==> config.mk <==
export PLATFORM = sky130hd
export DESIGN_NAME = hcbp_ram
export DESIGN_NICKNAME = d
export VERILOG_FILES = /design/src/hdl/hcbp_ram.sv
export SDC_FILE = /design/constraint.sdc
export NUM_CORES = 1
export LEC_CHECK = 0
export BUFFER_PORTS_ARGS = -buffer_cell sky130_fd_sc_hd__buf_2
export CAP_MARGIN = 30
export CORE_MARGIN = 3
export CORE_UTILIZATION = 30
export DETAILED_ROUTE_END_ITERATION = 10
export GPL_TIMING_DRIVEN = 0
export PLACE_DENSITY = 0.43
export SLEW_MARGIN = 20
export SYNTH_ARGS = -nofsm -noshare
export SYNTH_HDL_FRONTEND = slang
export SYNTH_SLANG_ARGS = --single-unit
==> constraint.sdc <==
create_clock -name clock -period 1.7 [get_ports clock]
set_input_delay 0.17 -clock clock [delete_from_list [all_inputs] [get_ports clock]]
set_output_delay 0.17 -clock clock [all_outputs]
set_load 0.1 [all_outputs]
==> src/hdl/hcbp_ram.sv <==
// generic single write port, single read port ram with registered read
// no dependencies

module hcbp_ram #(
   parameter int WIDTH = 8,
   parameter int DEPTH = 16,
   localparam int AW = (DEPTH > 1) ? $clog2(DEPTH) : 1
) (
   input  logic clock,
   input  logic wr_en,
   input  logic [AW-1:0] wr_addr,
   input  logic [WIDTH-1:0] wr_data,
   input  logic rd_en,
   input  logic [AW-1:0] rd_addr,
   output logic [WIDTH-1:0] rd_data
);

   logic [WIDTH-1:0] mem_ff [DEPTH];
   logic [WIDTH-1:0] rd_data_ff;

   always_ff @(posedge clock) begin
      if (wr_en) begin
         mem_ff[wr_addr] <= wr_data;
      end
      if (rd_en) begin
         rd_data_ff <= mem_ff[rd_addr];
      end
   end

   assign rd_data = rd_data_ff;

endmodule
==> metrics.csv <==
stage,metric,value,unit
pwr,PD cells,1188,nW/um2
cells_and_area,layout cells sized above 1,28.72,%
die,Site Rows,47,
synth,Cells after Synth,229,
timing,relative slew slack,43.00,%
route,routed len/inst,21.76,um
global_routing,met2 Use GR,17.88,%
die,Die Wd,138.0,um
synth,post-synth top area share,78.12,%
cells_and_area,Area Growth Syn to Fin,17.19,%
route,initial DRC count,305,
setup_path,critical setup path kind,reg2reg,
die,Starting Density,31.08,%
setup_path,CP Data Required Time,1.85,ns
global_routing,met3 Use GR,3.419,%
synth,largest cells by area after synthesis,"edfxtp_1, mux4_2, mux4_1",
clocking,Clock Sinks,136,
placement,Post-DP HPWL,6959,um
timing,Final Hold Viols,0,
synth,Post-synth EDFFs,136,
synth,syn avg cell area,22.83,um2
setup_path,crit path DAT,1.71,ns
synth,post-synthesis register bit count,136,
placement,Port Buffers,25,
global_routing,initial antenna violation count,0,
timing,RSZ-0062 raised after global routing,no,
placement,GPL Wtd Cong,0.6584,
route,vias,2365,
timing,Slew @ Worst Pin,0.8519,ns
global_routing,pin count of the biggest net entering global routing,17,
global_routing,busiest grt layer,met2,
route,post-route ant nets,0,
pwr,"Power, Total",0.007280,W
synth,Synth async-reset ratio,0,%
min_path,hold_sp,rd_en,
timing,Final Max Slew Viols,0,
timing,min Tclk post-route,1.557,ns
synth,library cells used by synthesis,18,
die,die area,19050,um2
clocking,Worst-path clk slew,0.05,ns
clocking,# hold bufs at CTS,0,
route,WL final,10920,um
pwr,VDD IR max,0.7679,mV
synth,Synth Flop Type,edfxtp_1,
clocking,CTS Buf Count,17,
setup_path,critical path launch point,mem_ff[5][2],
setup_path,Crit. End Element,flop,
cells_and_area,fin nets,292,
route,DRC,0,
setup_path,CP max FO,1,
timing,share of the clock period used by the worst path,91.56,%
synth,YS warnings,0,
timing,Peak Freq,642.5,MHz
die,Placeable Area,16820,um2
clocking,worst-skew pair later-pin latency,0.41,ns
global_routing,grt met1 use,16.78,%
synth,"Seq/Total Area, Yosys",78.12,%
clocking,clk buf depth,2,
cells_and_area,Non-Filler Instances,502,
cells_and_area,ANT cells,0,
min_path,HP Class,in2reg,
run_status,status,"complete, no violations",
flow_run,max cap viols,0,
global_routing,grt ovf,0,
synth,Synthesized Nets,248,
timing,Fin Hold WS,0.08810,ns
die,I/O pin cnt,27,
timing,endpoints failing setup,0,
global_routing,number of global-route vias before repair,2513,
route,router iterations before antenna repair,4,
clocking,clock root cell,clkbuf_16,
setup_path,crit start category,flop,
clocking,CTS tree,done,
setup_path,R2R Path Start,mem_ff[5][2],
global_routing,total track usage,12.16,%
synth,post-synth top area cell,edfxtp_1,
die,Die H,138.0,um
timing,Post-Route Skew,0.004427,ns
synth,Commonest cells post-synth,"edfxtp_1, mux4_2, a22oi_1, mux4_1, nor2_1",
pwr,Pleak,1.996,nW
synth,Synth Cell Area,5228,um2
synth,most frequent cell after synthesis,edfxtp_1,
route,drt via density,4.711,
clocking,H-Tree Depth,4,
placement,dpl cells,474,
global_routing,first-pass GRT wire length,16410,um
-- kinds of logic (layout without fill, tap and decap cells) --
group | count (synthesis) | count (layout) | share of synthesized area (%)
simple gates | 35 | 35 | 3.136
mux | 32 | 32 | 14.79
flops | 136 | 136 | 78.12
compound gates | 16 | 16 | 2.298
buf+inv | 10 | 63 | 1.651
-- placed cells by master (no fill, tap or decap) --
master / instances
mux4_2: 18
clkbuf_16: 17
mux4_1: 14
nor2b_1: 1
nand3_1: 1
or3b_2: 1
and2_1: 1
nand2b_1: 2
and2b_1: 1
buf_4: 1
buf_6: 3
nand2_1: 9
nand3b_1: 2
clkinv_2: 5
a22oi_1: 15
a22oi_2: 1
buf_2: 28
nor3_2: 4
edfxtp_1: 136
clkbuf_1: 3
nor2_1: 13
clkdlybuf4s25_2: 3
clkinv_1: 3
-- per-layer routing --
metal  wire, um  up-vias
met5          0        -
met4        225        0
met3        420       16
met2       5144       55
met1       5132     1229
li1           -     1065
-- flip-flops by register name, summed over array words and instances (netlist names) --
signal / count
mem_ff: 128
rd_data: 8
-- report_power, final --
group	switching (W)	leakage, nW	internal, W
Sequential	0.0000142	1.24	0.00378
Combinational	0.000338	0.523	0.000147
Clock	0.00121	0.237	0.00179
Total	0.00156	2.00	0.00572
-- worst paths after layout --
check	endpoint	slack (ns)	cells past startpoint
worst max-delay path	rd_data[2]	0.14	3
worst min-delay path	rd_data[6]	0.09	1
worst max register to register	rd_data[2]	0.14	3
worst min register to register	rd_data[4]	0.76	3
-- metrics by stage --
| stage | utilization, % | instance area, um2 | setup WS (ns) | TNS [ns] |
|---|---|---|---|---|
| floorplan | - | 5228 | 0.03713 | 0 |
| global placement | 33.46 | 5628 | -0.6575 | -17.70 |
| detailed placement | 33.58 | 5648 | -0.2356 | -7.017 |
| CTS | 36.39 | 6121 | 0.02693 | 0 |
| global route | 36.42 | 6126 | 0.09923 | 0 |
| finish | 36.42 | 6126 | 0.1435 | 0 |
-- area by class of cell --
cell class	count	area [um2]
multi-input cells	83	1082
clock inverters	8	36.28
clock buffers	20	436.7
fillers	1583	10690
flip-flops and latches	136	4084
repair buffers	25	125.1
well taps	220	275.3
plain buffers	10	86.33
-- what timing repair did --
item / 4_1_cts / 5_1_grt
setup buffers: 0 / 0
gates resized for setup: 0 / 1
setup endpoints to repair: 0 / 1
-- worst max-delay path, stage by stage (launching register included) --
cell and delay (ns):
edfxtp_1 0.35, mux4_1 0.58, a22oi_1 0.28, nand2_1 0.09
Note: power is estimated with default switching activity, not from simulation.
